`config.mk`:
```
export PLATFORM = sky130hd
export DESIGN_NAME = fpa_front
export DESIGN_NICKNAME = d
export VERILOG_FILES = /design/src/hdl/fpa_pkg.sv /design/src/hdl/fpa_front.sv
export SDC_FILE = /design/constraint.sdc
export NUM_CORES = 2
export LEC_CHECK = 0
export BUFFER_PORTS_ARGS = -buffer_cell sky130_fd_sc_hd__buf_4
export CAP_MARGIN = 20
export CORE_ASPECT_RATIO = 1.4
export CORE_MARGIN = 4
export CORE_UTILIZATION = 60
export CTS_CLUSTER_DIAMETER = 60
export CTS_CLUSTER_SIZE = 8
export DETAILED_ROUTE_END_ITERATION = 12
export GPL_TIMING_DRIVEN = 0
export PLACE_DENSITY = 0.78
export SLEW_MARGIN = 20
export SYNTH_ARGS = -nofsm -noshare
export SYNTH_HDL_FRONTEND = slang
export SYNTH_SLANG_ARGS = --single-unit
```
`constraint.sdc`:
```
create_clock -name clk -period 2.8 [get_ports clk]
set_input_delay 0.28 -clock clk [delete_from_list [all_inputs] [get_ports clk]]
set_output_delay 0.28 -clock clk [all_outputs]
set_load 0.005 [all_outputs]
```
`src/hdl/fpa_pkg.sv`:
```
// ----------------------------------------------------------------------------
// fpa_pkg
// Shared types and constants for the signed fixed-point ALU: opcode
// encoding, field widths and the control bundle that travels with an
// operation down the pipeline.
// ----------------------------------------------------------------------------
package fpa_pkg;

	// Port field widths
	localparam int FIELD_W = 32;
	localparam int OP_W    = 4;

	// Default word format (Q24.8)
	localparam int WORD_BITS_DEF = 32;
	localparam int FRAC_BITS_DEF = 8;

	// Opcodes; codes above OP_TO_INT give a zero result
	typedef enum logic [OP_W-1:0] {
		OP_ADD      = 4'd0,
		OP_SUB      = 4'd1,
		OP_MUL      = 4'd2,
		OP_DIV      = 4'd3,
		OP_MIN      = 4'd4,
		OP_MAX      = 4'd5,
		OP_INC      = 4'd6,
		OP_DEC      = 4'd7,
		OP_FROM_INT = 4'd8,
		OP_TO_INT   = 4'd9
	} op_t;

	// Per-operation control and early result, carried alongside the divider
	typedef struct packed {
		op_t                op;
		logic               less;
		logic               equal;
		logic               greater;
		logic               dbz;
		logic               ovf;
		logic               neg;
		logic [FIELD_W-1:0] res;
	} ctl_t;

endpackage

```
`src/hdl/fpa_front.sv`:
```
// ----------------------------------------------------------------------------
// fpa_front
// Two-stage front end: compare, simple operations, the multiplier and the
// divider operand setup in the first stage; product scaling, multiply
// overflow and result selection in the second.
// ----------------------------------------------------------------------------
module fpa_front import fpa_pkg::*; #(
	parameter int WORD_BITS = WORD_BITS_DEF,
	parameter int FRAC_BITS = FRAC_BITS_DEF
) (
	input  logic                      clk,
	input  logic                      arst_n,
	input  logic                      en,
	input  logic                      in_valid,
	input  logic [OP_W-1:0]           req_type,
	input  logic signed [FIELD_W-1:0] operand_a,
	input  logic signed [FIELD_W-1:0] operand_b,
	output logic                      valid_out,
	output ctl_t                      ctl_out,
	output logic [WORD_BITS+FRAC_BITS-1:0] dvd_out,
	output logic [WORD_BITS-1:0]      dvs_out
);

	localparam int DP_W = WORD_BITS;
	localparam int FB   = FRAC_BITS;
	localparam int Q_W  = DP_W + FB;

	// Stage 1 combinational
	logic signed [DP_W-1:0]   a_w, b_w, simple;
	logic signed [2*DP_W-1:0] prod;
	logic [DP_W-1:0]          mag_a, mag_b;
	logic                     lt, eq, gt;
	op_t                      op;

	// Stage 1 registers
	logic                     valid_s1;
	op_t                      op_s1;
	logic                     less_s1, equal_s1, greater_s1, dbz_s1, neg_s1;
	logic signed [DP_W-1:0]   simple_s1;
	logic signed [2*DP_W-1:0] prod_s1;
	logic [Q_W-1:0]           dvd_s1;
	logic [DP_W-1:0]          dvs_s1;

	// Stage 2 combinational
	logic signed [2*DP_W-1:0] sh;
	logic signed [DP_W-1:0]   mul_res, res_w;
	logic                     mul_ovf;

	// Stage 2 registers
	logic                     valid_s2;
	ctl_t                     ctl_s2;
	logic [Q_W-1:0]           dvd_s2;
	logic [DP_W-1:0]          dvs_s2;

	// Operand decode and compare
	always_comb begin
		a_w   = operand_a[DP_W-1:0];
		b_w   = operand_b[DP_W-1:0];
		op    = op_t'(req_type);
		lt    = a_w < b_w;
		eq    = a_w == b_w;
		gt    = a_w > b_w;
		prod  = a_w * b_w;
		mag_a = a_w[DP_W-1] ? (~a_w + 1'b1) : a_w;
		mag_b = b_w[DP_W-1] ? (~b_w + 1'b1) : b_w;
	end

	// Simple operations; multiply and divide are finished later
	always_comb begin
		unique case (op)
			OP_ADD:      simple = a_w + b_w;
			OP_SUB:      simple = a_w - b_w;
			OP_MIN:      simple = lt ? a_w : b_w;
			OP_MAX:      simple = gt ? a_w : b_w;
			OP_INC:      simple = a_w + DP_W'(1);
			OP_DEC:      simple = a_w - DP_W'(1);
			OP_FROM_INT: simple = a_w <<< FB;
			OP_TO_INT:   simple = a_w >>> FB;
			default:     simple = '0;
		endcase
	end

	// Stage 1 register
	always_ff @(posedge clk or negedge arst_n) begin
		if (!arst_n) begin
			valid_s1 <= 1'b0;
		end else if (en) begin
			valid_s1 <= in_valid;
		end
	end

	always_ff @(posedge clk) begin
		if (en) begin
			op_s1      <= op;
			less_s1    <= lt;
			equal_s1   <= eq;
			greater_s1 <= gt;
			dbz_s1     <= (op == OP_DIV) && (b_w == '0);
			neg_s1     <= a_w[DP_W-1] ^ b_w[DP_W-1];
			simple_s1  <= simple;
			prod_s1    <= prod;
			dvd_s1     <= {mag_a, {FB{1'b0}}};
			dvs_s1     <= mag_b;
		end
	end

	// Product scaling (floor shift) and range check
	always_comb begin
		sh      = prod_s1 >>> FB;
		mul_res = sh[DP_W-1:0];
		mul_ovf = !((&sh[2*DP_W-1:DP_W-1]) || !(|sh[2*DP_W-1:DP_W-1]));
		res_w   = (op_s1 == OP_MUL) ? mul_res : simple_s1;
	end

	// Stage 2 register
	always_ff @(posedge clk or negedge arst_n) begin
		if (!arst_n) begin
			valid_s2 <= 1'b0;
		end else if (en) begin
			valid_s2 <= valid_s1;
		end
	end

	always_ff @(posedge clk) begin
		if (en) begin
			ctl_s2.op      <= op_s1;
			ctl_s2.less    <= less_s1;
			ctl_s2.equal   <= equal_s1;
			ctl_s2.greater <= greater_s1;
			ctl_s2.dbz     <= dbz_s1;
			ctl_s2.ovf     <= (op_s1 == OP_MUL) && mul_ovf;
			ctl_s2.neg     <= neg_s1;
			ctl_s2.res     <= FIELD_W'(res_w);
			dvd_s2         <= dvd_s1;
			dvs_s2         <= dvs_s1;
		end
	end

	assign valid_out = valid_s2;
	assign ctl_out   = ctl_s2;
	assign dvd_out   = dvd_s2;
	assign dvs_out   = dvs_s2;

endmodule

```
==> results.sh, run 1 <==
export IMPL_result_of_the_run="did not finish"
export IMPL_stop_stage="global routing"
export IMPL_first_error="[ERROR GRT-0232] Routing congestion too high. Check the congestion heatmap in the GUI."
export IMPL_cts_max_path_buffers=3
export IMPL_placedInstanceArea_um2=55800
export IMPL_place_port_buffers=178
export IMPL_synth_yosys_seq_area_share_pct=15.7
export IMPL_place_gp_congestion=1.12
export IMPL_grt_max_degree=108
export IMPL_synth_top_flop_cell="edfxtp_1"
export IMPL_num_io_pins=187
export IMPL_edff_count_synth=267
export IMPL_yosys_area_top_type_share_pct=42.2
export IMPL_clk_root_buffer_cell="clkbuf_16"
export IMPL_fp_dieW_um=255
export IMPL_synth_cell_area_um2=51300
export IMPL_synth_seq_cells=269
export IMPL_post_synth_main_area_contributors="fa_1 (42%), edfxtp_1 (16%), inv_1 (7.5%), ha_1 (6.7%), and2_1 (5.5%)"
export IMPL_post_synth_num_cell_types=85
export IMPL_std_cell_rows=126
export IMPL_synth_top_cell_by_area="fa_1"
export IMPL_ctsHtreeMaxLevel=2
export IMPL_yosys_warnings=0
export IMPL_overflow=13
export IMPL_chipHeight_um=354
export IMPL_netlist_instances=5185
export IMPL_grt_worst_endpoint="prod_s1[63]$_DFFE_PP_/D"
export IMPL_globalRouteTotalUtil_pct=60.2
export IMPL_detailed_place_hpwl_um=181000
export IMPL_async_reset_ff_share_pct=0.743
export IMPL_clock_sinks=269
export IMPL_avgSynthCellArea_um2=9.90
export IMPL_starting_utilization_of_the_core_area_pct=60.6
export IMPL_dpl_worst_slack_ps=-6840
export IMPL_cts_buffers_inserted=45
export IMPL_worstEpCategory="register data pin"
[metal layers]
layer  overflow  GRT usage (%)
met1          0           62.0
met3          0           36.3
met5          0           11.6
met2          7           81.8
met4          6           57.6
[cells in the mapped netlist (6+ instances only)]
cell type / n
o31ai_1: 22
nor4_1: 19
a211oi_1: 9
a211o_1: 6
clkbuf_1: 266
mux2_2: 42
xor2_1: 42
buf_1: 22
a21boi_0: 7
a221o_1: 18
o21ai_0: 90
inv_1: 1028
ha_1: 276
and2_1: 449
or3_1: 26
xnor2_1: 153
and4_1: 6
mux2i_1: 8
nor3_1: 31
nand2_1: 588
a222oi_1: 15
nand4_1: 31
o21bai_1: 13
nand2b_1: 24
nor2_1: 167
a21oi_1: 144
a22oi_1: 13
a21o_1: 71
o21a_1: 16
edfxtp_1: 267
a221oi_1: 14
buf_4: 9
and3_1: 23
a31oi_1: 25
nand3_1: 46
fa_1: 1083
nor2b_1: 9
[per-stage QoR]
| stage | setup TNS, ps | instances | hold slack [ps] |
|---|---|---|---|
| 2_1_floorplan | -235680 | 5192 | -15.6 |
| 3_3_place_gp | -508830 | 6458 | 62.7 |
| 4_1_cts | -255330 | 6681 | 12.7 |
| 3_5_place_dp | -404280 | 6461 | 65.3 |
[repair_timing]
action,4_1_cts
endpoints found under the hold margin,7
endpoints found under the setup margin,100
cloned,0
buffers inserted,150
gates resized for setup,763
pin swaps,128
hold buffers,6
[logic make-up after synthesis]
| logic type | after synthesis | synth area share [%] |
|---|---|---|
| compound gates | 526 | 7.00 |
| buf+inv | 1331 | 9.82 |
| simple gates | 1454 | 14.1 |
| other cells | 1 | 0.00730 |
| mux | 50 | 1.08 |
| flops | 269 | 15.7 |
| fa+ha+maj | 1359 | 49.0 |
| xor+xnor | 195 | 3.33 |
==> run 2: changes to the inputs <==
--- a/config.mk
+++ b/config.mk
@@ -7,14 +7,11 @@
 export LEC_CHECK = 0
 export BUFFER_PORTS_ARGS = -buffer_cell sky130_fd_sc_hd__buf_4
 export CAP_MARGIN = 20
-export CORE_ASPECT_RATIO = 1.4
 export CORE_MARGIN = 4
-export CORE_UTILIZATION = 60
-export CTS_CLUSTER_DIAMETER = 60
-export CTS_CLUSTER_SIZE = 8
+export CORE_UTILIZATION = 40
 export DETAILED_ROUTE_END_ITERATION = 12
 export GPL_TIMING_DRIVEN = 0
-export PLACE_DENSITY = 0.78
+export PLACE_DENSITY_LB_ADDON = 0.15
 export SLEW_MARGIN = 20
 export SYNTH_ARGS = -nofsm -noshare
 export SYNTH_HDL_FRONTEND = slang
==> run 2 against run 1 <==
Compared with the run above: the flow now finishes, with violations (setup timing); synthesized area is the same; synthesized cell count is the same.
==> results.sh, run 2 <==
export IMPL_result_of_the_run="finished with violations"
export IMPL_failed_checks="setup timing"
export IMPL_worst_setup_path_end_kind="register"
export IMPL_place_gp_congestion=1.02
export IMPL_dpl_cell_count=7039
export IMPL_synth_cell_area_um2=51300
export IMPL_layout_commonest_cell="fa_1"
export IMPL_grt_max_degree=95
export IMPL_antenna_violations_before_repair=25
export IMPL_flow_area_growth_from_synthesis_pct=29.3
export IMPL_post_synth_top_count_cell="fa_1"
export IMPL_timing_final_ws_setup_ps=-4750
export IMPL_fp_dieW_um=366
export IMPL_post_synth_num_cell_types=85
export IMPL_critical_path_max_fanout=7
export IMPL_drt_pre_antenna_iters=7
export IMPL_clk_root_buffer_cell="clkbuf_16"
export IMPL_synth_top_cell_by_area="fa_1"
export IMPL_globalRouteMet1Util_pct=45.4
export IMPL_worst_setup_ep="prod_s1[63]"
export IMPL_final_area_um2=66400
export IMPL_setup_worst_path_class="in -> reg"
export IMPL_placedInstanceArea_um2=56600
export IMPL_synth_seq_cells=269
export IMPL_post_synth_main_area_contributors="fa_1 (42%), edfxtp_1 (16%), inv_1 (7.5%), ha_1 (6.7%), and2_1 (5.5%)"
export IMPL_grt_most_used_layer="met2"
export IMPL_avgSynthCellArea_um2=9.90
export IMPL_route_detailed_vias_per_inst=5.56
export IMPL_r2r_worst_path_cells=4
export IMPL_timing_worst_slew_pin_value_ps=1060
export IMPL_final_setup_skew_ps=97.3
export IMPL_startpoint_type="input port"
export IMPL_reg_to_reg_endpoint="ctl_out[26]"
export IMPL_globalRouteTotalUtil_pct=34.2
export IMPL_overflow=0
export IMPL_synth_yosys_seq_area_share_pct=15.7
export IMPL_routed_wirelength_um=231000
export IMPL_fmax_mhz=132
export IMPL_average_wire_per_standard_cell_um=30.9
export IMPL_cp_arrival_ps=7930
export IMPL_die_area_um2=134000
export IMPL_chipHeight_um=366
export IMPL_cts_buffers_inserted=31
export IMPL_slew_headroom_pct=28.6
export IMPL_netlist_instances=5185
export IMPL_num_io_pins=187
export IMPL_gr_usage_met3_pct=7.10
export IMPL_yosys_area_top_type_share_pct=42.2
export IMPL_core_area_um2=128000
export IMPL_finalCriticalPeriod_ps=7550
export IMPL_final_nets=7220
export IMPL_clock_sinks=269
export IMPL_clock_slew_seen_by_the_registers_of_the_worst_setup_and_hold_paths_ps=60
export IMPL_critPathLaunch="operand_a[31]"
export IMPL_regToRegStartpoint="op_s1[0]"
export IMPL_groute_layer_met2_usage_pct=51.3
export IMPL_min_path_type="in -> reg"
export IMPL_std_cell_rows=131
export IMPL_cts_tree="yes"
export IMPL_yosys_warnings=0
export IMPL_cts_max_path_buffers=3
export IMPL_critical_path_required_ps=3170
export IMPL_vias=41700
export IMPL_finalMaxSlewViolations=0
export IMPL_layout_cells_non_filler=7491
export IMPL_starting_utilization_of_the_core_area_pct=40.3
export IMPL_layout_cells_most_common_list="fa_1 (1010), inv_1 (992), nand2_1 (554), buf_4 (441), and2_1 (423)"
export IMPL_detailed_place_hpwl_um=180000
export IMPL_grt_pass1_vias=43100
export IMPL_ant_nets=0
export IMPL_regToRegSetupSlack_ps=390
export IMPL_synth_commonest_cells="fa_1 (1083), inv_1 (1028), nand2_1 (588)"
export IMPL_post_route_cells_drive_above_1_share_pct=24.6
export IMPL_max_flop_register="prod_s1"
export IMPL_largest_register_ff_count=56
export IMPL_grt_setup_unrepaired="yes"
export IMPL_maxCapViolCount=0
export IMPL_synth_top_flop_cell="edfxtp_1"
export IMPL_detailed_route_drc_error_count=0
export IMPL_async_reset_ff_share_pct=0.743
export IMPL_edff_count_synth=267
export IMPL_wire_length_of_the_first_global_routing_pass_um=325000
export IMPL_hold_viol_final=0
export IMPL_clock_insertion_delay_worst_skew_ps=720
export IMPL_setup_violations_final=92
export IMPL_place_port_buffers=178
export IMPL_fin_tns_setup_ps=-248850
export IMPL_ctsHtreeMaxLevel=1
export IMPL_period_share_pct=270
export IMPL_detail_route_iter0_violations=4031
[run 2: timing repair]
item / in CTS / in global routing
hold buffers: 9 / 2
resized for setup: 825 / 365
hold endpoints to repair: 20 / 2
buffers inserted: 224 / 154
pin swaps: 157 / 214
setup endpoints to repair: 102 / 96
gates cloned: 4 / 1
[run 2: layout make-up]
type / instances / area [um2]
clock inverters: 20 / 181
flip-flops and latches: 269 / 8070
multi-input cells: 3592 / 41500
fillers: 11600 / 61100
repair buffers: 572 / 5350
plain buffers: 292 / 4390
well taps: 1662 / 2080
clock buffers: 38 / 832
diodes: 15 / 37.5
inverters: 1031 / 3980
[run 2: logic make-up (layout without fill, tap and decap cells)]
| group | after synthesis | in the layout | share of synthesized area [%] |
|---|---|---|---|
| and+or+nand+nor | 1454 | 1454 | 14.1 |
| AOI/OAI and AO/OA | 526 | 526 | 7.00 |
| buffers and inverters | 1331 | 1953 | 9.82 |
| xor gates and xnor gates | 195 | 195 | 3.33 |
| adders and majority gates | 1359 | 1359 | 49.0 |
| DFF | 269 | 269 | 15.7 |
| muxes | 50 | 50 | 1.08 |
| other | 1 | 23 | 0.00730 |
[run 2: metrics by stage]
stage,utilization (%),hold WS (ps),setup slack [ps]
2_1_floorplan,-,-15.6,-5010
3_3_place_gp,44.3,63.4,-7070
3_5_place_dp,44.4,63.8,-6990
4_1_cts,49.9,1.87,-4730
5_1_grt,52.0,30.3,-4890
6_report,52.1,58.5,-4750
[run 2: worst min-delay path by stage]
stage                     cells after the start        end          start  slack [ps]
after floorplan                               0  valid_out         arst_n         -20
after global placement                        1   valid_s1         arst_n          60
after detailed placement                      1   valid_s1         arst_n          60
after CTS                                     1  dvd_s1[8]   operand_a[0]           2
after global routing                          2     dbz_s1  operand_b[30]          30
final                                         2     dbz_s1  operand_b[30]          60
[run 2: per-layer routing]
metal / vias up / routed length [um]
li1: 17200 / -
met1: 21500 / 89400
met2: 2273 / 99900
met3: 625 / 22900
met4: 2 / 19100
met5: - / 12
[run 2: worst max-delay path: stages]
cell and delay, ps:
buf_8 100, buf_8 120, clkbuf_16 160, clkbuf_16 200
nand2_8 80, inv_4 40, fa_1 480, fa_1 550
fa_2 520, fa_2 660, clkinvlp_4 200, buf_6 170
fa_1 460, inv_1 50, fa_1 490, inv_1 50
fa_1 490, inv_2 40, fa_1 490, ha_1 310
clkbuf_8 140, nand4_1 190, nor4_4 370, or3b_4 470
a221oi_4 390, nand4_1 120, and4bb_2 250
Power of run 2 is not shown: default switching activity piles up to over one toggle a cycle in this logic, so the estimate is an artifact.
