$ cat config.mk
export PLATFORM = sky130hd
export DESIGN_NAME = fpa_div_cell
export DESIGN_NICKNAME = d
export VERILOG_FILES = /design/src/hdl/fpa_pkg.sv /design/src/hdl/fpa_div_cell.sv
export SDC_FILE = /design/constraint.sdc
export NUM_CORES = 1
export LEC_CHECK = 0
export ABC_AREA = 1
export BUFFER_PORTS_ARGS = -buffer_cell sky130_fd_sc_hd__buf_2
export CORE_MARGIN = 5
export CORE_UTILIZATION = 30
export DETAILED_ROUTE_END_ITERATION = 16
export PLACE_DENSITY = 0.61
export RECOVER_POWER = 100
export SLEW_MARGIN = 20
export SYNTH_ARGS = -nofsm -noshare
export SYNTH_HDL_FRONTEND = slang
export SYNTH_SLANG_ARGS = --single-unit
$ cat constraint.sdc
create_clock -name clk -period 0.87 [get_ports clk]
set_clock_uncertainty 0.1 [all_clocks]
set_input_delay 0.1305 -clock clk [delete_from_list [all_inputs] [get_ports clk]]
set_output_delay 0.1305 -clock clk [all_outputs]
set_load 0.01 [all_outputs]
$ cat src/hdl/fpa_pkg.sv
// ----------------------------------------------------------------------------
// fpa_pkg
// Shared types and constants for the signed fixed-point ALU: opcode
// encoding, field widths and the control bundle that travels with an
// operation down the pipeline.
// ----------------------------------------------------------------------------
package fpa_pkg;

	// Port field widths
	localparam int FIELD_W = 32;
	localparam int OP_W    = 4;

	// Default word format (Q24.8)
	localparam int WORD_BITS_DEF = 32;
	localparam int FRAC_BITS_DEF = 8;

	// Opcodes; codes above OP_TO_INT give a zero result
	typedef enum logic [OP_W-1:0] {
		OP_ADD      = 4'd0,
		OP_SUB      = 4'd1,
		OP_MUL      = 4'd2,
		OP_DIV      = 4'd3,
		OP_MIN      = 4'd4,
		OP_MAX      = 4'd5,
		OP_INC      = 4'd6,
		OP_DEC      = 4'd7,
		OP_FROM_INT = 4'd8,
		OP_TO_INT   = 4'd9
	} op_t;

	// Per-operation control and early result, carried alongside the divider
	typedef struct packed {
		op_t                op;
		logic               less;
		logic               equal;
		logic               greater;
		logic               dbz;
		logic               ovf;
		logic               neg;
		logic [FIELD_W-1:0] res;
	} ctl_t;

endpackage

$ cat src/hdl/fpa_div_cell.sv
// ----------------------------------------------------------------------------
// fpa_div_cell
// One cell of the divider chain: develops one quotient bit of an unsigned
// restoring division and passes remainder, dividend/quotient shift word,
// divisor and the operation's control bundle to the next cell.
// ----------------------------------------------------------------------------
module fpa_div_cell import fpa_pkg::*; #(
	parameter int DP_W = WORD_BITS_DEF,
	parameter int Q_W  = WORD_BITS_DEF + FRAC_BITS_DEF
) (
	input  logic            clk,
	input  logic            arst_n,
	input  logic            en,
	input  logic            valid_in,
	input  ctl_t            ctl_in,
	input  logic [DP_W-1:0] rem_in,
	input  logic [Q_W-1:0]  dvd_in,
	input  logic [DP_W-1:0] dvs_in,
	output logic            valid_out,
	output ctl_t            ctl_out,
	output logic [DP_W-1:0] rem_out,
	output logic [Q_W-1:0]  dvd_out,
	output logic [DP_W-1:0] dvs_out
);

	logic [DP_W-1:0] trial, rem_nx;
	logic            ge;

	logic            valid_q;
	ctl_t            ctl_q;
	logic [DP_W-1:0] rem_q, dvs_q;
	logic [Q_W-1:0]  dvd_q;

	// Shift in next dividend bit, trial subtract
	always_comb begin
		trial  = {rem_in[DP_W-2:0], dvd_in[Q_W-1]};
		ge     = trial >= dvs_in;
		rem_nx = ge ? (trial - dvs_in) : trial;
	end

	always_ff @(posedge clk or negedge arst_n) begin
		if (!arst_n) begin
			valid_q <= 1'b0;
		end else if (en) begin
			valid_q <= valid_in;
		end
	end

	// Quotient bit enters at the bottom as the dividend leaves at the top
	always_ff @(posedge clk) begin
		if (en) begin
			ctl_q <= ctl_in;
			rem_q <= rem_nx;
			dvd_q <= {dvd_in[Q_W-2:0], ge};
			dvs_q <= dvs_in;
		end
	end

	assign valid_out = valid_q;
	assign ctl_out   = ctl_q;
	assign rem_out   = rem_q;
	assign dvd_out   = dvd_q;
	assign dvs_out   = dvs_q;

endmodule

Word-level counts from Yosys, hierarchy flattened
Cells that the tools add are included.

Register bits: 147. Logic and storage cells: 15. Bits of input ports: 150. Output and inout port bits: 147.

Muxes and demuxes: 1. Magnitude comparators: 1. Add/subtract/negate cells: 1.

Operators by type and width (count): $ge A32 B32 Y1 (1); $mux W32 (1); $sub A32 B32 Y32 (1).

Longest topological paths before layout
Gate-level depths: netlist (run 1).

Word-level depth: 2. Gate-level depth with buffers: 16. Depth with buffers taken out: 15.

Worst setup path before layout (run 1)
Ideal clock, no wire load.

Path kind: input port to flip-flop. Start point: input dvd_in[39]. End point: register rem_q[31] (netlist: rem_out[31]) (data pin). Setup time: 0.253 ns. Buffers on the path: 1. Setup slack: -1.173 ns. Stages: 16. Arrival time: 1.689 ns. Data required time: 0.517 ns. Cell sequence: inv_1 > ha_1 > fa_1 > inv_1 > nand2_1 > nand2_1 > nand3_1 > nand2_2 > nand2_2 > nand3_1 > nand2_2 > nand2_4 > inv_4 > buf_6 > nand2_1 > nand2_1.

Cells in the longest elaborated chain, start to end: 2. Elaborated cells on any way between the ends: 3. Classes of those cells: add/sub (1); order compare (1); mux (1).

RTL lines: start, declared (RTL line fpa_div_cell.sv:17) `input logic [Q_W-1:0] dvd_in,`; $sub A32 B32 Y32 / $ge A32 B32 Y1 (equally long branches) (RTL line fpa_div_cell.sv:38, fpa_div_cell.sv:37); $mux W32 * (RTL line fpa_div_cell.sv:38) `rem_nx = ge ? (trial - dvs_in) : trial;`; named net rem_nx[31] (RTL line fpa_div_cell.sv:26) `logic [DP_W-1:0] trial, rem_nx;`; end signal, assigned (RTL line fpa_div_cell.sv:53) `rem_q <= rem_nx;`; end, declared (RTL line fpa_div_cell.sv:31) `logic [DP_W-1:0] rem_q, dvs_q;`.

Mark *: on every way through the listed nets, which the timed path passes. The rest lies on a longest branch. A chain may end at the register's enable or synchronous reset.

Final worst setup path (run 1)
Start point: input dvs_in[13]. End point: register rem_q[25] (netlist: rem_out[25]) (data pin).

Cells in the longest elaborated chain, start to end: 2. Elaborated cells on any way between the ends: 3. Classes of those cells: add/sub (1); order compare (1); mux (1).

RTL lines: start, declared (RTL line fpa_div_cell.sv:18) `input logic [DP_W-1:0] dvs_in,`; $sub A32 B32 Y32 / $ge A32 B32 Y1 (equally long branches) (RTL line fpa_div_cell.sv:38, fpa_div_cell.sv:37); $mux W32 * (RTL line fpa_div_cell.sv:38); named net rem_nx[25] (RTL line fpa_div_cell.sv:26).

Marked as above.

==> results.sh, run 1 <==
export IMPL_use_met2_pct=35.0
export IMPL_syn_area_sq_mm=0.00751
export IMPL_critical_path_arrival_ns=1.73
export IMPL_syn_instance_count=811
export IMPL_via_count=7289
export IMPL_max_cap_viol_count=0
export IMPL_cts_max_level=4
export IMPL_ff2ff_setup_slack_ns=0.03
export IMPL_seqPwrFrac_pct=40.3
export IMPL_critical_path_class="input pin to register"
export IMPL_met3_usage_pct=4.41
export IMPL_avgSynthCellArea_sq_um=9.27
export IMPL_synth_edf_count=146
export IMPL_gp_congestion=0.911
export IMPL_multi_input_area_sq_mm=0.00307
export IMPL_fin_crit_ns=1.66
export IMPL_start_util_pct=30.2
export IMPL_max_freq_ghz=0.603
export IMPL_avgViaCountPerCell=4.25
export IMPL_min_from="rem_in[23]"
export IMPL_die_h_um=168
export IMPL_relSlewSlack_pct=70.7
export IMPL_syn_to_final_growth_pct=72.4
export IMPL_cts_reportedPaths_clkPinSlew_ns=0.07
export IMPL_cts_buffers=17
export IMPL_met1_usage_pct=20.7
export IMPL_ant_nets=0
export IMPL_fin_hold_ws_ns=-0.0209
export IMPL_io_buffers=295
export IMPL_dieArea_sq_mm=0.0283
export IMPL_p_leak_nw=6.31
export IMPL_grt_pass1_vias=7604
export IMPL_final_setup_viol_count=181
export IMPL_path_max_fanout=15
export IMPL_worst_slack_ns=-0.789
export IMPL_dpl_hpwl_um=19500
export IMPL_root_buffer="clkbuf_16"
export IMPL_drive_above_1_share_pct=40.5
export IMPL_yosys_top_cells_area="edfxtp_1, nand2_1, inv_1"
export IMPL_wl_um=26400
export IMPL_synth_seq_area_share_pct=58.7
export IMPL_powerDensity_mw_per_mm2=1670
export IMPL_final_nets=1555
export IMPL_power_frac_comb_pct=26.1
export IMPL_io_pins=297
export IMPL_cts_tree="built"
export IMPL_slew_viol_final=0
export IMPL_grt_antenna_before_repair=1
export IMPL_cp_required_ns=0.95
export IMPL_synth_top_area_cell="edfxtp_1"
export IMPL_min_path_cells=4
export IMPL_grt_first_pass_wirelength_um=41200
export IMPL_yosysMostFrequentCell="nand2_1"
export IMPL_irDropWorstVdd_mv=1.20
export IMPL_status="finished, violations left"
export IMPL_power_total_mw=21.7
export IMPL_r2r_end="valid_out$_DFFE_PN0P_"
export IMPL_critPathCaptureType="register"
export IMPL_cts_hold_buf=133
export IMPL_clock_path_buffers=2
export IMPL_ys_ff_latch=147
export IMPL_ys_flop_type="edfxtp_1"
export IMPL_wire_per_inst_um=15.4
export IMPL_switching_share_pct=30.2
export IMPL_post_route_period_util_pct=191
export IMPL_dieWidth_um=168
export IMPL_antennaDiodeCount=0
export IMPL_design_area_sq_mm=0.0130
export IMPL_grt_util_all_layers_pct=18.5
export IMPL_first_pass_iters=4
export IMPL_min_to="rem_out[24]$_DFFE_PP_"
export IMPL_worst_setup_path_start_kind="input pin"
export IMPL_top_usage_layer="met2"
export IMPL_netlist_top_cells_count="nand2_1, inv_1, edfxtp_1"
export IMPL_rsz0062_at_grt="yes"
export IMPL_yosys_warnings=0
export IMPL_grt_max_degree=54
export IMPL_power_frac_clock_pct=33.6
export IMPL_cts_sinks=147
export IMPL_r2r_start="valid_out$_DFFE_PN0P_"
export IMPL_internal_power_mw=15.1
export IMPL_fill_cells=2266
export IMPL_placement_rows=58
export IMPL_final_hold_viol_count=4
export IMPL_seq_area_sq_mm=0.00441
export IMPL_first_iter_violations=459
export IMPL_placed_area_sq_mm=0.0103
export IMPL_async_reset_ff_share_pct=0.680
export IMPL_synth_top_area_share_pct=58.3
export IMPL_reg2reg_depth=1
export IMPL_clk_latency_ns=0.42
export IMPL_drc=0
export IMPL_gr_total_overflow=0
export IMPL_core_area_sq_mm=0.0249
export IMPL_hold_class="input pin to register"
export IMPL_power_net_switching_mw=6.55
export IMPL_tightest_slew_ns=0.439
export IMPL_violations="hold timing, setup timing"
export IMPL_syn_nets=994
export IMPL_synth_cell_types=29
## layer usage
metal | vias to the layer above | wire [um]
li1 | 3698 | -
met1 | 3325 | 10200
met2 | 227 | 13900
met3 | 37 | 1650
met4 | 2 | 647
met5 | - | 20
## through the flow
step           setup WS [ns]  std cells  hold WS, ns  util [%]  setup TNS [ns]
2_1_floorplan          -1.01        811       -0.265         -          -32.78
3_3_place_gp           -1.29       1539       -0.182      41.3          -57.92
3_5_place_dp           -1.34       1539       -0.184      41.3          -59.05
4_1_cts               -0.809       1711      -0.0364      51.4          -70.64
5_1_grt               -0.883       1715      -0.0177      52.0          -78.99
6_report              -0.789       1715      -0.0209      52.0          -68.04
## worst max path at each step
stage | start | slack, ns | to | cells past startpoint
2_1_floorplan | dvd_in[39] | -1.01 | rem_out[31]$_DFFE_PP_ | 16
3_3_place_gp | dvs_in[5] | -1.29 | rem_out[22]$_DFFE_PP_ | 14
3_5_place_dp | dvd_in[39] | -1.34 | rem_out[0]$_DFFE_PP_ | 15
4_1_cts | dvd_in[39] | -0.81 | rem_out[29]$_DFFE_PP_ | 17
5_1_grt | dvs_in[13] | -0.88 | rem_out[12]$_DFFE_PP_ | 15
6_report | dvs_in[13] | -0.79 | rem_out[25]$_DFFE_PP_ | 15
## layout make-up
type	count	area share, %
Clock buffer	17	3.28
Timing Repair Buffer	546	29.4
Multi-Input combinational cell	495	23.7
Sequential cell	147	34.0
Clock inverter	15	1.21
Tap cell	330	3.19
Timing Repair inverter	2	0.241
Inverter	163	4.94
## cells by family after synthesis
logic type | share of synthesized area (%)
AOI/OAI and AO/OA | 1.85
xor gates and xnor gates | 1.63
adders and majority gates | 5.59
buffers and inverters | 9.07
DFF | 58.7
muxes | 0.150
and+or+nand+nor | 23.0
## cells in the final DEF, fill, tap and decap left out, types with 22 or more instances in the layout
master and count:
buf_2 269, nand2_1 266, edfxtp_1 146, inv_1 143, dlygate4sd3_1 133, buf_4 102, nand2_2 40, nor2_1 34
nand3_1 27, ha_4 25, clkbuf_1 22
## power groups by stage
stage	clock [mW]	sequential, mW	combinational [mW]
global placement	0	8.87	4.39
floorplan	0	9.27	1.76
finish	7.28	8.73	5.65
CTS	7.50	8.73	5.50
global route	7.86	8.79	6.20
detailed placement	0	8.88	4.45
## critical path, cell delays in order
cell	delay (ns)
clkbuf_1	0.12
inv_2	0.07
ha_4	0.29
nand2_2	0.08
nor2_4	0.18
inv_2	0.06
nor2_4	0.12
nand2_1	0.07
nand3_2	0.10
nand2_4	0.07
nand2_8	0.13
buf_12	0.13
inv_16	0.06
nand2_1	0.06
nand2_1	0.05
## state kept, by name, summed over array words and instances (netlist names)
signal	flops
rem_out	32
dvs_out	32
dvd_out	40
valid_out	1
ctl_out	42
## repair_timing
item                       4_1_cts  5_1_grt
hold endpoints to repair       139        5
pin swaps                       10       15
cloned                           3        0
setup buffers                    4        4
setup endpoints to repair      180      181
resized for setup               90       59
(Power assumes the default switching activity.)
==> run 2: changes to the inputs <==
--- a/config.mk
+++ b/config.mk
@@ -7,11 +7,12 @@
 export LEC_CHECK = 0
 export ABC_AREA = 1
 export BUFFER_PORTS_ARGS = -buffer_cell sky130_fd_sc_hd__buf_2
-export CORE_MARGIN = 5
+export CORE_MARGIN = 4
 export CORE_UTILIZATION = 30
 export DETAILED_ROUTE_END_ITERATION = 16
 export PLACE_DENSITY = 0.61
 export RECOVER_POWER = 100
+export SETUP_SLACK_MARGIN = 0.2
 export SLEW_MARGIN = 20
 export SYNTH_ARGS = -nofsm -noshare
 export SYNTH_HDL_FRONTEND = slang
==> run 2 against run 1 <==
  * The flow still finishes with violations (hold timing, setup timing)
  * First-iteration DRC count fell by 19%
  * Critical path depth did not move
  * Utilization fell by 4.0 points
  * Power fell by 0.63%
  * Fmax rose by 3.8%
  * Combinational power fell by 9.7%
  * Worst setup slack improved by 0.061 ns
  * Wire length fell by 8.5%
  * Design area fell by 9.2%
  * Sequential power barely moved
  * Register-to-register slack barely moved
  * Cell count fell by 7.3%
  * Critical endpoint is now rem_out[15]$_DFFE_PP_
==> results.sh, run 2 (synthesized netlist as in run 1, its figures left out) <==
export IMPL_design_area_sq_mm=0.0118
export IMPL_fin_setup_tns_ns=-69.91
export IMPL_cts_tree="built"
export IMPL_violations="hold timing, setup timing"
export IMPL_hold_class="input pin to register"
export IMPL_dpl_hpwl_um=19300
export IMPL_grt_first_pass_wirelength_um=37000
export IMPL_final_nets=1436
export IMPL_ant_nets=0
export IMPL_cp_cell_sequence="clkbuf_1, inv_2, ha_4, nand2_2, inv_1, nand2_2, nand2_4, a21oi_4, nor2_2, nor2_2, nand2_4, buf_4, buf_12, nand2_1, nand2_1"
export IMPL_avgViaCountPerCell=4.25
export IMPL_io_buffers=295
export IMPL_cts_max_level=4
export IMPL_irDropWorstVdd_mv=1.15
export IMPL_first_pass_iters=5
export IMPL_p_leak_nw=5.80
export IMPL_max_freq_ghz=0.626
export IMPL_use_met2_pct=32.7
export IMPL_gp_congestion=0.884
export IMPL_critPathCaptureType="register"
export IMPL_placed_area_sq_mm=0.0103
export IMPL_start_util_pct=30.7
export IMPL_critPathBufInv=5
export IMPL_met1_usage_pct=18.9
export IMPL_crit_path_max_incr_delay_ns=0.23
export IMPL_drive_above_1_share_pct=44.4
export IMPL_top_usage_layer="met2"
export IMPL_slew_viol_final=0
export IMPL_final_cell_mix="buf_2, nand2_1, edfxtp_1"
export IMPL_status="finished, violations left"
export IMPL_cts_sinks=147
export IMPL_largest_register_ffs=42
export IMPL_worst_slack_ns=-0.728
export IMPL_powerDensity_mw_per_mm2=1830
export IMPL_fin_hold_ws_ns=-0.226
export IMPL_gr_total_overflow=0
export IMPL_fin_crit_ns=1.60
export IMPL_cp_required_ns=0.94
export IMPL_cts_reportedPaths_clkPinSlew_ns=0.07
export IMPL_dieWidth_um=166
export IMPL_grt_max_degree=51
export IMPL_io_pins=297
export IMPL_met3_usage_pct=4.21
export IMPL_grt_util_all_layers_pct=17.1
export IMPL_post_place_ws_ns=-1.31
export IMPL_clock_path_buffers=2
export IMPL_fill_cells=2307
export IMPL_crit_family="simple AND/OR/NAND/NOR gates"
export IMPL_wire_per_inst_um=15.2
export IMPL_via_count=6754
export IMPL_placement_rows=57
export IMPL_max_cap_viol_count=0
export IMPL_critical_path_class="input pin to register"
export IMPL_syn_to_final_growth_pct=56.5
export IMPL_relSlewSlack_pct=68.3
export IMPL_final_setup_viol_count=230
export IMPL_first_iter_violations=370
export IMPL_grt_antenna_before_repair=2
export IMPL_tightest_slew_ns=0.475
export IMPL_worst_setup_path_start_kind="input pin"
export IMPL_rsz0062_at_grt="yes"
export IMPL_path_max_fanout=14
export IMPL_core_area_sq_mm=0.0245
export IMPL_placed_cells=1536
export IMPL_critical_path_arrival_ns=1.67
export IMPL_root_buffer="clkbuf_16"
export IMPL_dieArea_sq_mm=0.0276
export IMPL_grt_pass1_vias=6808
export IMPL_die_h_um=166
export IMPL_antennaDiodeCount=0
export IMPL_clk_latency_ns=0.43
export IMPL_drc=0
export IMPL_final_hold_viol_count=127
export IMPL_cpMaxStageDelayCell="ha_4"
export IMPL_post_route_period_util_pct=184
export IMPL_final_common_cell="buf_2"
export IMPL_cts_buffers=17
export IMPL_stdcell_count=1590
export IMPL_wl_um=24200
[run 2: cell types whose count changed in the layout (fill, tap and decap cells not counted), sizes merged]
cell / before / now
bufinv: 0 / 2
buf: 386 / 397
clkbuf: 44 / 35
clkinvlp: 1 / 0
dlygate4sd3: 133 / 14
inv: 176 / 173
[run 2: path summary, 6_finish.rpt]
path / depth (start not counted) / slack [ns] / end / start
setup / recovery: 15 / -0.73 / rem_out[15]$_DFFE_PP_ / dvs_in[19]
hold / removal: 1 / -0.23 / ctl_out[37]$_DFFE_PP_ / ctl_in[37]
setup reg to reg: 1 / 0.03 / valid_out$_DFFE_PN0P_ / valid_out$_DFFE_PN0P_
hold reg to reg: 1 / 0.41 / valid_out$_DFFE_PN0P_ / valid_out$_DFFE_PN0P_
max in group asynchronous: 2 / 0.61 / valid_out$_DFFE_PN0P_ / arst_n
min in group asynchronous: 2 / -0.06 / valid_out$_DFFE_PN0P_ / arst_n
[run 2: area by class of cell]
cell class                 instances  area (sq um)  area share (%)
sequential                       147          4410            37.5
inverter                         163           629            5.35
multi-input combinational        495          3060            26.0
timing repair buffer             429          2640            22.5
clock buffer                      17           425            3.62
tap                              324           405            3.45
clock inverter                    15           186            1.59
[run 2: repair_timing]
action	CTS	global route
setup buffers	3	4
hold buffers	1	13
resized for setup	64	73
endpoints found under the hold margin	145	141
pin swaps	9	6
gates cloned	0	1
endpoints found under the setup margin	181	181
[run 2: routing by layer]
layer | share of wire (%) | wire length [um]
met5 | 0.087 | 21
met4 | 1.4 | 340
met3 | 6.8 | 1640
met2 | 54 | 13100
met1 | 38 | 9090
[run 2: power breakdown]
part | total [mW] | internal [mW] | leakage [nW] | switching, mW
Combinational | 5.10 | 2.36 | 4.06 | 2.75
Clock | 7.69 | 4.38 | 0.302 | 3.31
Sequential | 8.74 | 8.57 | 1.44 | 0.166
[run 2: stage by stage]
stage	hold slack [ns]	total power [mW]	utilization [%]
after floorplan	-0.265	11.0	-
after global placement	-0.187	13.4	42.3
after detailed placement	-0.185	13.4	42.3
after CTS	-0.242	21.5	46.5
after global routing	-0.238	22.7	48.1
final	-0.226	21.5	48.1
