==> src/hdl/fpa_pkg.sv <==
// ----------------------------------------------------------------------------
// fpa_pkg
// Shared types and constants for the signed fixed-point ALU: opcode
// encoding, field widths and the control bundle that travels with an
// operation down the pipeline.
// ----------------------------------------------------------------------------
package fpa_pkg;

	// Port field widths
	localparam int FIELD_W = 32;
	localparam int OP_W    = 4;

	// Default word format (Q24.8)
	localparam int WORD_BITS_DEF = 32;
	localparam int FRAC_BITS_DEF = 8;

	// Opcodes; codes above OP_TO_INT give a zero result
	typedef enum logic [OP_W-1:0] {
		OP_ADD      = 4'd0,
		OP_SUB      = 4'd1,
		OP_MUL      = 4'd2,
		OP_DIV      = 4'd3,
		OP_MIN      = 4'd4,
		OP_MAX      = 4'd5,
		OP_INC      = 4'd6,
		OP_DEC      = 4'd7,
		OP_FROM_INT = 4'd8,
		OP_TO_INT   = 4'd9
	} op_t;

	// Per-operation control and early result, carried alongside the divider
	typedef struct packed {
		op_t                op;
		logic               less;
		logic               equal;
		logic               greater;
		logic               dbz;
		logic               ovf;
		logic               neg;
		logic [FIELD_W-1:0] res;
	} ctl_t;

endpackage

==> src/hdl/fpa_back.sv <==
// ----------------------------------------------------------------------------
// fpa_back
// Result stage: signs the quotient, checks its range, picks the final
// result and flags, and holds them in the output register.
// ----------------------------------------------------------------------------
module fpa_back import fpa_pkg::*; #(
	parameter int DP_W = WORD_BITS_DEF,
	parameter int Q_W  = WORD_BITS_DEF + FRAC_BITS_DEF
) (
	input  logic                      clk,
	input  logic                      arst_n,
	input  logic                      en,
	input  logic                      valid_in,
	input  ctl_t                      ctl_in,
	input  logic [Q_W-1:0]            quo_in,
	output logic                      out_valid,
	output logic signed [FIELD_W-1:0] result_value,
	output logic                      a_less,
	output logic                      a_equal,
	output logic                      a_greater,
	output logic                      divide_by_zero,
	output logic                      overflow
);

	logic [Q_W:0]           mag, qs;
	logic signed [DP_W-1:0] div_res;
	logic                   q_ovf, is_div;

	logic                     valid_q;
	logic [FIELD_W-1:0]       res_q;
	logic                     less_q, equal_q, greater_q, dbz_q, ovf_q;

	// Signed quotient and range check
	always_comb begin
		mag     = {1'b0, quo_in};
		qs      = ctl_in.neg ? (~mag + 1'b1) : mag;
		div_res = qs[DP_W-1:0];
		q_ovf   = !((&qs[Q_W:DP_W-1]) || !(|qs[Q_W:DP_W-1]));
		is_div  = (ctl_in.op == OP_DIV) && !ctl_in.dbz;
	end

	always_ff @(posedge clk or negedge arst_n) begin
		if (!arst_n) begin
			valid_q <= 1'b0;
		end else if (en) begin
			valid_q <= valid_in;
		end
	end

	// Output register
	always_ff @(posedge clk) begin
		if (en) begin
			res_q     <= is_div ? FIELD_W'(div_res) : ctl_in.res;
			ovf_q     <= is_div ? q_ovf : ctl_in.ovf;
			dbz_q     <= ctl_in.dbz;
			less_q    <= ctl_in.less;
			equal_q   <= ctl_in.equal;
			greater_q <= ctl_in.greater;
		end
	end

	assign out_valid      = valid_q;
	assign result_value   = res_q;
	assign a_less         = less_q;
	assign a_equal        = equal_q;
	assign a_greater      = greater_q;
	assign divide_by_zero = dbz_q;
	assign overflow       = ovf_q;

endmodule

==> config.mk <==
export PLATFORM = sky130hd
export DESIGN_NAME = fpa_back
export DESIGN_NICKNAME = d
export VERILOG_FILES = /design/src/hdl/fpa_pkg.sv /design/src/hdl/fpa_back.sv
export SDC_FILE = /design/constraint.sdc
export NUM_CORES = 1
export LEC_CHECK = 0
export ABC_AREA = 0
export BUFFER_PORTS_ARGS = -buffer_cell sky130_fd_sc_hd__buf_2
export CAP_MARGIN = 20
export CORE_AREA = 2 2 77 79
export DETAILED_ROUTE_END_ITERATION = 7
export DIE_AREA = 0 0 79 81
export GPL_TIMING_DRIVEN = 1
export PLACE_DENSITY = 0.85
export SYNTH_ARGS = -nofsm -noshare
export SYNTH_HDL_FRONTEND = slang
export SYNTH_SLANG_ARGS = --single-unit
==> constraint.sdc <==
create_clock -name clk -period 0.9 [get_ports clk]
set_clock_uncertainty 0.1 [all_clocks]
set_input_delay 0.135 -clock clk [delete_from_list [all_inputs] [get_ports clk]]
set_output_delay 0.135 -clock clk [all_outputs]
set_load 0.02 [all_outputs]
After elaboration in Yosys (flattened, before gate mapping)

Index checks and enable logic that the tools add are counted.
W data, S select, Z words.

Bits in registers: 38
Output and inout port bits: 38
Word-level logic and storage cells: 20

Add/sub/neg operators: 1
Equal/unequal tests: 1
Multiplexer cells: 3
Bitwise logic cells: 1
Reduce and logical (&&, ||, !) cells: 7

Operators with widths:

| kind                    | count |
|---|---|
| $add A41 B1 Y41 const B | 1 |
| $mux W41                | 1 |
| $not A40 Y41            | 1 |
| $mux W32                | 1 |
| $reduce_and A10 Y1      | 1 |
| $reduce_or A10 Y1       | 1 |
| $eq A4 B2 Y1 const B    | 1 |
| $logic_not A1 Y1        | 3 |
| $logic_and A1 B1 Y1     | 1 |
| $logic_or A1 B1 Y1      | 1 |
| $mux W1                 | 1 |

Depth between registers and ports, before layout

Gate-level depths: netlist of run 1.

Depth in word-level cells: 8
Depth in mapped cells: 10
Mapped depth without buffers: 9

Least setup slack after synthesis of run 1

No wires, ideal clock.

Path kind: input to register
Start: input port quo_in[0]
End: register ovf_q (netlist: overflow) (data pin)
Setup time: 0.263 ns
Arrival time: 2.112 ns
Path slack: -1.575 ns
Stages: 9
Buffers on the path: 0
Path through: inv_1 > ha_1 > or4b_4 > nand4b_4 > or3_4 > o41ai_4 > xnor2_1 > nor4_1 > nor3b_1

Word-level cells in the longest chain between the ends: 8
Elaborated cells between the ends (all ways): 9
Those cells by class: 1 x add/sub; 2 x mux; 1 x bitwise; 5 x reduce/logical

Ends and longest elaborated chain:

| what                 | line           | text |
|---|---|---|
| from (decl)          | fpa_back.sv:15 | `input logic [Q_W-1:0] quo_in,` |
| $not A40 Y41 *       | fpa_back.sv:36 | `qs = ctl_in.neg ? (~mag + 1'b1) : mag;` |
| $add A41 B1 Y41 *    | fpa_back.sv:36 |  |
| $mux W41 *           | fpa_back.sv:36 |  |
| $reduce_or A10 Y1    | fpa_back.sv:38 | `q_ovf = !((&qs[Q_W:DP_W-1]) \|\| !(\|qs[Q_W:DP_W-1]));` |
| $logic_not A1 Y1     | fpa_back.sv:38 |  |
| $logic_or A1 B1 Y1 * | fpa_back.sv:38 |  |
| $logic_not A1 Y1 *   | fpa_back.sv:38 |  |
| $mux W1 *            | fpa_back.sv:54 | `ovf_q <= is_div ? q_ovf : ctl_in.ovf;` |
| to (signal assigned) | fpa_back.sv:54 |  |
| to (decl)            | fpa_back.sv:31 | `logic less_q, equal_q, greater_q, dbz_q, ovf_q;` |

Mark *: on every way between the ends. The rest lies on a longest branch, timed or not.
A chain may end at the register's enable or synchronous reset.

Final worst setup path of run 1

Start: input port quo_in[1]
End: register ovf_q (netlist: overflow) (data pin)

Same word-level chain as after synthesis.

==> results of run 1 <==
[worst max path at each step]
| stage | from | endpoint | cells after the start |
|---|---|---|---|
| global route | quo_in[0] | overflow | 10 |
| global placement | quo_in[1] | overflow | 11 |
| finish | quo_in[1] | overflow | 10 |
| floorplan | quo_in[1] | overflow | 10 |
| detailed placement | quo_in[1] | overflow | 11 |
| CTS | quo_in[0] | overflow | 10 |
[through the flow]
step                cell area (um2)  worst slack (ns)  cells
floorplan                      2620             -1.52    241
global placement               3850             -1.69    501
detailed placement             3850             -1.77    501
CTS                            4540             -1.31    523
global route                   5030             -1.48    537
finish                         5030             -1.46    537
[final cells by class]
cell class	instances	area share
multi-input cells	188	0.363
clock inverters	2	0.0119
clock buffers	6	0.0164
inverters	3	0.00572
well taps	75	0.0187
repair buffers	225	0.358
flip-flops and latches	38	0.226
[cell usage in the layout (no fill, tap or decap), types with 4 or more instances in the layout]
cell type and n:
o31ai_4 9, nand4_1 5, xnor2_1 5, buf_6 54
buf_8 6, nand2_1 4, nor2_1 30, dlygate4sd3_1 5
a21oi_2 6, clkbuf_8 6, nor4_4 6, a21oi_1 23
o21ai_2 6, edfxtp_1 37, buf_4 71, nand2_2 4
xor2_2 5, o41ai_4 6, buf_2 84, xor2_1 28
buf_12 5
[worst max-delay path, delay by kind of cell]
family | cells | cell delay (ns)
adders and majority gates | 1 | 0.11
buffers and inverters | 2 | 0.15
AOI/OAI and AO/OA | 1 | 0.27
and+or+nand+nor | 5 | 1.42
xor gates and xnor gates | 1 | 0.23
[sequential cells by signal, summed over array words and instances (netlist names)]
register,count
a_equal,1
overflow,1
out_valid,1
a_greater,1
divide_by_zero,1
result_value,32
a_less,1
[cell usage after synthesis, drive strengths merged]
master | n | area (um2)
a21oi | 29 | 145
buf | 2 | 7.51
clkbuf | 10 | 37.5
dfrtp | 1 | 25.0
edfxtp | 37 | 1110
ha | 1 | 12.5
inv | 3 | 11.3
mux2 | 4 | 45.0
mux2i | 1 | 10.0
nand2 | 11 | 41.3
nand2b | 1 | 6.26
nand3 | 3 | 15.0
nand4 | 5 | 31.3
nand4b | 2 | 32.5
nor2 | 33 | 124
nor2b | 2 | 12.5
nor3 | 2 | 10.0
nor3b | 1 | 7.51
nor4 | 12 | 96.3
o21ai | 8 | 40.0
o31ai | 14 | 105
o41a | 1 | 11.3
o41ai | 8 | 96.4
or2 | 1 | 6.26
or3 | 6 | 42.5
or4 | 4 | 30.0
or4b | 1 | 13.8
xnor2 | 5 | 43.8
xor2 | 33 | 289
[timing repair]
item | CTS | global route
endpoints found under the setup margin | 71 | 72
gates resized for setup | 87 | 100
endpoints found under the hold margin | 6 | 1
pin swaps | 47 | 42
buffers inserted | 9 | 17
[cells by family (layout without fill, tap and decap cells)]
family                     Yosys count  after routing  share of synthesized area
AOI/OAI and AO/OA                   60             60                      0.162
xor gates and xnor gates            38             38                      0.135
adders and majority gates            1              1                    0.00509
buffers and inverters               15            236                     0.0229
DFF                                 38             38                      0.462
muxes                                5              5                     0.0224
and+or+nand+nor                     84             84                      0.191
[power breakdown]
group	internal, mW	switching (mW)	leakage, nW	total, mW
Clock	1.18	0.679	0.0714	1.86
Combinational	0.882	0.951	1.70	1.83
Sequential	2.11	0.0681	0.373	2.18
Total	4.18	1.70	2.14	5.88
[layer usage]
metal,GRT usage,routed length [um]
met1,0.294,3980
met2,0.513,5950
met4,0.0845,605
met3,0.0478,983
met5,0,0
==> metrics list, run 1 <==
- Row generation in the floorplan step produced 28 rows.
- Fraction of final layout cells with drive strength greater than 1: 0.665
- Final ANT Viol Nets: 0
* Post-synth net total: 328
* Vertical die dimension: 81 um
- Part of the Yosys area used for sequential elements: 0.462
* Launch point of the worst reg-to-reg path: out_valid
* Die Outline Area: 0.00640 mm2
- P per Cell Area: 1170 mW/mm2
- Number of hold-repair buffers added at the cts stage: 5
- Core Region: 0.00568 mm2
- Post-layout utilization of the core: 0.886
- Hold WC Path Type: input port to flop
* Clock Pin Slew Worst Setup and Hold Paths: 0.09 ns
- Detailed placement finished with a half-perimeter wire length of 5.66 mm.
- The final layout contains 548 nets.
- Area used by multi-input combinational logic: 0.00183 mm2
* Master of the slowest instance on the critical path: or4b_4
- Buffers placed on the I/O ports in this run total 123.
* RSZ-0062 raised after global routing: true
- Num ports: 124
- Num Clock Sinks: 38
* Register-to-register path setup slack: -0.13 ns
- All-layer global routing usage: 0.265
- Clk buf depth: 2
- 0 antenna diodes ended up in the layout.
- Setup violations remaining at the end of the flow were counted as 72.
- Via count: 3177
* Category of the most critical setup path: input port to flop
- Synthesis inferred 38 register bits.
- Outcome: finished, violations left
- STA classifies the critical path startpoint as an input port.
- Number of detailed-routing iterations run before antenna repair: 5
- The number of max-slew violations in the final report is 0.
- Worst skew pair latency: 0.29 ns
* Arrival time at the worst endpoint: 2.31 ns
- The Yosys step of the flow raised 0 warnings.
- Number of levels the H-tree was split into: 2
* Effective utilization at floorplan: 0.433
* Launch point of the worst hold path: valid_in
- After detailed routing, the number of remaining DRC violations is 0.
* Reported max-cap violation count: 0
- Worst hold slack: 0.0341 ns
- Measured against its own limit, the worst slew margin works out to 0.655.
* Fmax achieved: 425 MHz
- Total Routed Length: 11.5 mm
- The final number of hold-violating endpoints came to 0.
* Logic depth of the worst register-to-register path: 2
- Routability-driven placement finished with a final weighted congestion of 0.850.
- WHS Path Cells: 2
- Post-layout worst setup margin: -1.46 ns
- On the worst path, the slowest cell contributes a delay of 0.46 ns.
- In this run the worst path has a maximum fanout of 3.
- Across the VDD grid, the largest voltage drop is 0.000824 V.
* Layout overhead on the synthesized area: 105%
* Cell-by-cell trace of the critical path: buf_12 > inv_12 > ha_4 > or4b_4 > nand4b_4 > or3_4 > o41ai_4 > xnor2_1 > nand4_1 > nor3b_2
- A synthesized cell averages 10.2 um2.
* Pwr Total: 5.88 mW
* Critical path capture point type: flop
- End point of the most critical hold path: out_valid
- TritonCTS clock tree: built
* Cell Area, Synth: 0.00246 mm2
* Count of routing violations after the opening detailed-route iteration: 227
- Counting every instance in the synthesized netlist gives 241.
* Storage cell area: 0.00114 mm2
- Filler Cell Count: 244
* Summed negative setup slack over all endpoints: -34.10 ns
- Avg WL per Cell: 21.4 um
* Fin crit share: 2.62
* Critical path required time: 0.85 ns
* Standby leakage power: 2.14 nW
* Die boundary width: 79 um
- Final global-route overflow total: 0
- Maximum number of pins on one net before global-route repair: 39
- Root buffer selected by CTS: clkbuf_8
- Number of buffers added by the clock tree synthesis step: 5
* Worst Tran Pin Value: 0.518 ns
- Vias in the first global route: 2881
- Using the TritonRoute via totals, the vias-per-cell ratio works out to 5.92.
- Initial antenna violation count: 0
- The first global-routing pass estimated 13.2 mm of wire.
- After layout, the minimum clock period comes to 2.36 ns.
* Netlist cell types: 35
- In this run the critical register-to-register path is captured at out_valid.
- The final reports fail on setup timing.
Power figures use the tool's default switching activity.
==> run 2: changes to the inputs <==
Settings changed: SETUP_SLACK_MARGIN set to 0.4.
==> metrics list, run 2 (synthesis results as in run 1) <==
- Clock tree synthesis inserted a total of 5 buffers.
- Summing all placed instances gives a cell area of 0.00385 mm2.
* Most common cell after layout, fill and taps aside: buf_2
* Core Region: 0.00568 mm2
- Diodes inserted: 0
- The H-tree generated during clock tree synthesis spans 2 levels.
- Launch point of the worst hold path: ctl_in[37]
- On the worst path, the slowest cell contributes a delay of 0.50 ns.
- Via count: 3043
* Master of the slowest instance on the critical path: nor4_1
* Via density per instance: 5.77
* Effective utilization at floorplan: 0.433
- Die boundary width: 79 um
- The worst-case IR drop observed on VDD is 0.00100 V.
- Worst Tran Pin Value: 0.537 ns
- Storage cell area: 0.00114 mm2
- Total Routed Length: 10.8 mm
- Arrival time at the worst endpoint: 2.31 ns
- The final number of hold-violating endpoints was 5.
- DPL Wire Length: 5.66 mm
* Max transition margin: 0.639
* Hold WC Path Type: input port to flop
- Vertical die dimension: 81 um
- Area of all placed cells without fillers: 0.00492 mm2
- Of all nets on the critical path, the largest fanout is 6.
* Launch point of the worst reg-to-reg path: out_valid
- Critical path required time: 0.86 ns
- Fin crit share: 2.61
- The final reports fail on hold timing, setup timing.
- The number of global-route vias before repair was 2823.
- During I/O placement, the number of pins put on the boundary was 124.
- Num Clock Sinks: 38
- The clock reaches the later pin of the worst-skew pair after 0.28 ns.
* P per Cell Area: 1180 mW/mm2
* TritonCTS clock tree: built
* Root buffer selected by CTS: clkbuf_8
- All-layer global routing usage: 0.262
* Post-layout worst setup margin: -1.45 ns
* Critical path startpoint: quo_in[29]
* Filler Cell Count: 260
- The top cell types in the final layout, fill and taps aside, are 86 x buf_2, 66 x buf_4, 50 x buf_6.
- The first global-routing pass estimated 13.0 mm of wire.
- RD Place Congestion: 0.850
* Pwr Total: 5.82 mW
- After detailed routing, the average wire length per cell comes to 20.6 um.
* Summed negative setup slack over all endpoints: -32.85 ns
- Clock Pin Slew Worst Setup and Hold Paths: 0.10 ns
- Launching element type of the critical path: input port
- Initial antenna violation count: 0
* Critical path's most frequent cell: nand4_1
- Final ANT Viol Nets: 0
* Number of buffers inserted by port buffering: 123
* Fraction of final layout cells with drive strength greater than 1: 0.659
- The run finished, with violations left.
- Maximum number of pins on one net before global-route repair: 39
- Area used by multi-input combinational logic: 0.00181 mm2
* Number of pins exceeding their max-slew limit in the final report: 0
- DRC violation count after routing: 0
- Number of detailed-routing iterations run before antenna repair: 5
- Number of endpoints failing setup at the final stage: 72
- Category of the most critical setup path: input port to flop
- RSZ-0062 raised after global routing: true
* Layout overhead on the synthesized area: 100%
- In this run the static leakage power is 2.09 nW.
* Cell-by-cell trace of the critical path: buf_2 > nor4_1 > nand4_1 > buf_6 > o31ai_1 > xor2_1 > nand4_1 > nor4_2 > nor3b_2
- The number of hold buffers added after CTS was 1.
- For this run, the top clock speed supported by timing is 426 MHz.
- Max-cap violations in this run came to 0.
- Critical path capture point type: flop
- Flip-flop count of the largest register after layout: 32
* Minimum clock period: 2.35 ns
* Worst hold slack: -0.0729 ns
- Count of routing violations after the opening detailed-route iteration: 260
- Clk buf depth: 2
- Final global-route overflow total: 0
* Die Outline Area: 0.00640 mm2
* Worst slack at placement: -1.77 ns
- In this run the core area contains 28 standard-cell rows.
- Number of nets at the end of the flow: 538
[run 2: layout make-up]
class,count,area share
multi-input cells,188,0.367
repair buffers,215,0.347
flip-flops and latches,38,0.231
well taps,75,0.0191
clock buffers,6,0.0168
clock inverters,2,0.0122
inverters,3,0.00585
[run 2: layer usage]
layer  global-route usage  share of wire
met5                    0              0
met2                0.486           0.54
met3               0.0333          0.073
met1                0.306           0.35
met4                0.103          0.041
[run 2: final timing paths]
check | to | slack (ns) | cells after the start
worst max-delay path | overflow | -1.45 | 9
worst min-delay path | a_less | -0.07 | 1
min in group asynchronous | out_valid | 0.11 | 2
worst max register to register | out_valid | -0.11 | 2
max in group asynchronous | out_valid | 0.48 | 2
worst min register to register | out_valid | 0.54 | 2
[run 2: timing repair]
item / 4_1_cts / 5_1_grt
buffers inserted: 9 / 7
cloned: 0 / 1
endpoints found under the setup margin: 105 / 81
resized for setup: 95 / 78
hold endpoints to repair: 6 / 5
pin swaps: 47 / 21
[run 2: critical path, delay by kind of cell]
| family | cells | cell delay (ns) |
|---|---|---|
| AO/OA/AOI/OAI | 1 | 0.28 |
| AND/OR/NAND/NOR | 5 | 1.32 |
| XOR/XNOR | 1 | 0.26 |
| buffers and inverters | 2 | 0.31 |
[run 2: through the flow]
step / cells / util
2_1_floorplan: 241 / -
3_3_place_gp: 501 / 0.679
3_5_place_dp: 501 / 0.679
4_1_cts: 519 / 0.797
5_1_grt: 527 / 0.867
6_report: 527 / 0.867
[run 2: report_power, final]
part / switching [mW] / internal (mW)
sequential: 0.0685 / 2.11
clock: 0.675 / 1.18
combinational: 0.921 / 0.863
total: 1.66 / 4.16
==> run 3: changes to the inputs <==
==> constraint.sdc (replaced) <==
create_clock -name clk -period 0.9 [get_ports clk]
set_clock_uncertainty 0.1 [all_clocks]
set_input_delay 0.18 -clock clk [delete_from_list [all_inputs] [get_ports clk]]
set_output_delay 0.18 -clock clk [all_outputs]
set_load 0.02 [all_outputs]
==> metrics list, run 3 (synthesis results as in run 1) <==
- The run finished, with violations left.
* Violated checks: hold timing, setup timing
- Before antenna repair, the detailed router went through 5 iterations.
- Fraction of power spent switching nets: 0.292
- Count of standard-cell rows: 28
- STA puts the critical path data required time at 0.86 ns.
* Worst slack at placement: -1.81 ns
- Most used cells in the layout excluding fill and tap cells: 86 x buf_2, 66 x buf_4, 54 x buf_6
* Via count: 3186
- RD Place Congestion: 0.850
* Count of routing violations after the opening detailed-route iteration: 239
- Cell Int Power: 4.21 mW
- For the pin with the worst max-slew slack, the measured transition is 0.531 ns.
- The kind of cell with the highest combined delay along the critical path is simple AND/OR/NAND/NOR gates.
- Largest fanout on the critical path: 2
- Area used by multi-input combinational logic: 0.00184 mm2
- The number of antenna violations at the first check in global routing came to 0.
- Die boundary width: 79 um
- Counting both buffers and inverters, the worst setup path holds a total of 1.
- The first global-routing pass estimated 13.8 mm of wire.
- The worst setup path is launched from an input port.
- The min-delay analysis places its worst path in the category input port to flop.
- Worst hold slack: -0.0411 ns
- Minimum clock period: 2.35 ns
- Leaving out fill and tap cells, the most frequent cell in the layout is buf_2.
- Arrival time at the worst endpoint: 2.31 ns
- Via density per instance: 5.96
- Die Outline Area: 0.00640 mm2
- In this run the power density over the cells is 1170 mW/mm2.
- Core Region: 0.00568 mm2
- Clock network power share: 0.316
* Largest stage delay, worst path: 0.55 ns
- Dividing the final minimum period by the clock period gives 2.62.
- The number of antenna diodes in the final layout is 0.
- Derived from the worst setup path, the maximum achievable clock frequency is 425 MHz.
- By startpoint and endpoint, the worst setup path is classified as input port to flop.
- Fraction of final layout cells with drive strength greater than 1: 0.667
- Summed over all cells, the static leakage comes to 2.16 nW.
- Number of hold-repair buffers added at the cts stage: 1
- The number of global-route vias before repair was 2881.
- Post-layout worst setup margin: -1.45 ns
- Root buffer selected by CTS: clkbuf_8
* Maximum number of pins on one net before global-route repair: 39
- In this run the count of I/O pins placed on the die edge is 124.
- Summing all flip-flop and latch instances after layout gives 0.00114 mm2.
* Final count of hold timing violations: 3
- Relative contribution of combinational cells to total power: 0.318
- Net switching component of the power: 1.73 mW
- TritonCTS clock tree: built
- Avg WL per Cell: 22.1 um
* Number of pins exceeding their max-slew limit in the final report: 0
* Final ANT Viol Nets: 0
* Worst skew pair latency: 0.29 ns
- After filler insertion, the fill cell instance count of the layout stands at 218.
- After detailed routing, the number of remaining DRC violations is 0.
* Vertical die dimension: 81 um
- Traced cell by cell, the critical path runs through buf_2 > or4_1 > or3_4 > o41ai_2 > xor2_1 > nand4_1 > nor4_2 > nor3b_2.
* Post-layout utilization of the core: 0.898
- In this run, CTS created clock tree buffers numbering 5.
- In this run the deepest clock path goes through 2 buffers.
* Fraction of power consumed by sequential logic: 0.366
- Number of nets at the end of the flow: 546
- Among all stages on the critical path, the largest delay is contributed by or4_1.
- Number of buffers inserted by port buffering: 123
- Layout overhead on the synthesized area: 107%
- Max IR drop VDD: 0.000965 V
- Reported max-cap violation count: 0
* Max transition margin: 0.646
* Number of levels the H-tree was split into: 2
- Num Clock Sinks: 38
- Final global-route overflow total: 0
* Critical path capture point type: flop
- Total Routed Length: 11.8 mm
- Clock Pin Slew Worst Setup and Hold Paths: 0.09 ns
* Number of endpoints failing setup at the final stage: 72
- Setup repair after global routing could not meet its margin everywhere.
- Across every metal layer, demand over resource in global routing totals 0.281.
* DPL Wire Length: 5.66 mm
- For the final routed database, the setup TNS stands at -36.13 ns.
- The initial utilization of the core area, before any placement, comes to 0.433.
- The register with the most flip-flops in the layout has 32 of them.
==> run 3: what timing repair did <==
item | 4_1_cts | 5_1_grt
setup endpoints to repair | 109 | 105
cloned | 3 | 0
pin swaps | 47 | 28
resized for setup | 100 | 88
endpoints found under the hold margin | 4 | 3
setup buffers | 11 | 11
==> run 3: power by group through the flow <==
stage | Sequential, mW | Combinational [mW] | Clock [mW]
2_1_floorplan | 2.39 | 0.372 | 0
5_1_grt | 2.18 | 1.96 | 1.94
3_5_place_dp | 2.18 | 1.30 | 0
4_1_cts | 2.15 | 1.58 | 1.83
6_report | 2.17 | 1.89 | 1.88
3_3_place_gp | 2.18 | 1.27 | 0
==> run 3: path summary, 6_finish.rpt <==
path                       cells past startpoint       start   endpoint  slack [ns]
max                                            8  quo_in[31]   overflow       -1.45
min reg2reg                                    2   out_valid  out_valid        0.54
min in group asynchronous                      2      arst_n  out_valid        0.10
min                                            1  ctl_in[36]    a_equal       -0.04
max in group asynchronous                      2      arst_n  out_valid        0.50
max reg2reg                                    2   out_valid  out_valid       -0.11
==> run 3: through the flow <==
| step | cells | instance area [um2] | power (mW) |
|---|---|---|---|
| after floorplan | 241 | 2620 | 2.76 |
| after global placement | 501 | 3850 | 3.45 |
| after detailed placement | 501 | 3850 | 3.48 |
| after CTS | 524 | 4640 | 5.56 |
| after global routing | 535 | 5100 | 6.09 |
| final | 535 | 5100 | 5.94 |
==> run 3: metal layers <==
metal  global-route usage  vias to the layer above  part of all wire
met5                    0                        -                 0
met4                0.136                        0             0.060
met3               0.0389                       69             0.072
met2                0.503                      214              0.51
met1                0.332                     1553              0.36
li1                     -                     1350                 -
==> run 3: layout make-up <==
cell class	instances	share of cell area
Timing Repair Buffer	223	0.364
Multi-Input combinational cell	188	0.360
Sequential cell	38	0.223
Tap cell	75	0.0184
Clock buffer	6	0.0162
Clock inverter	2	0.0118
Inverter	3	0.00565
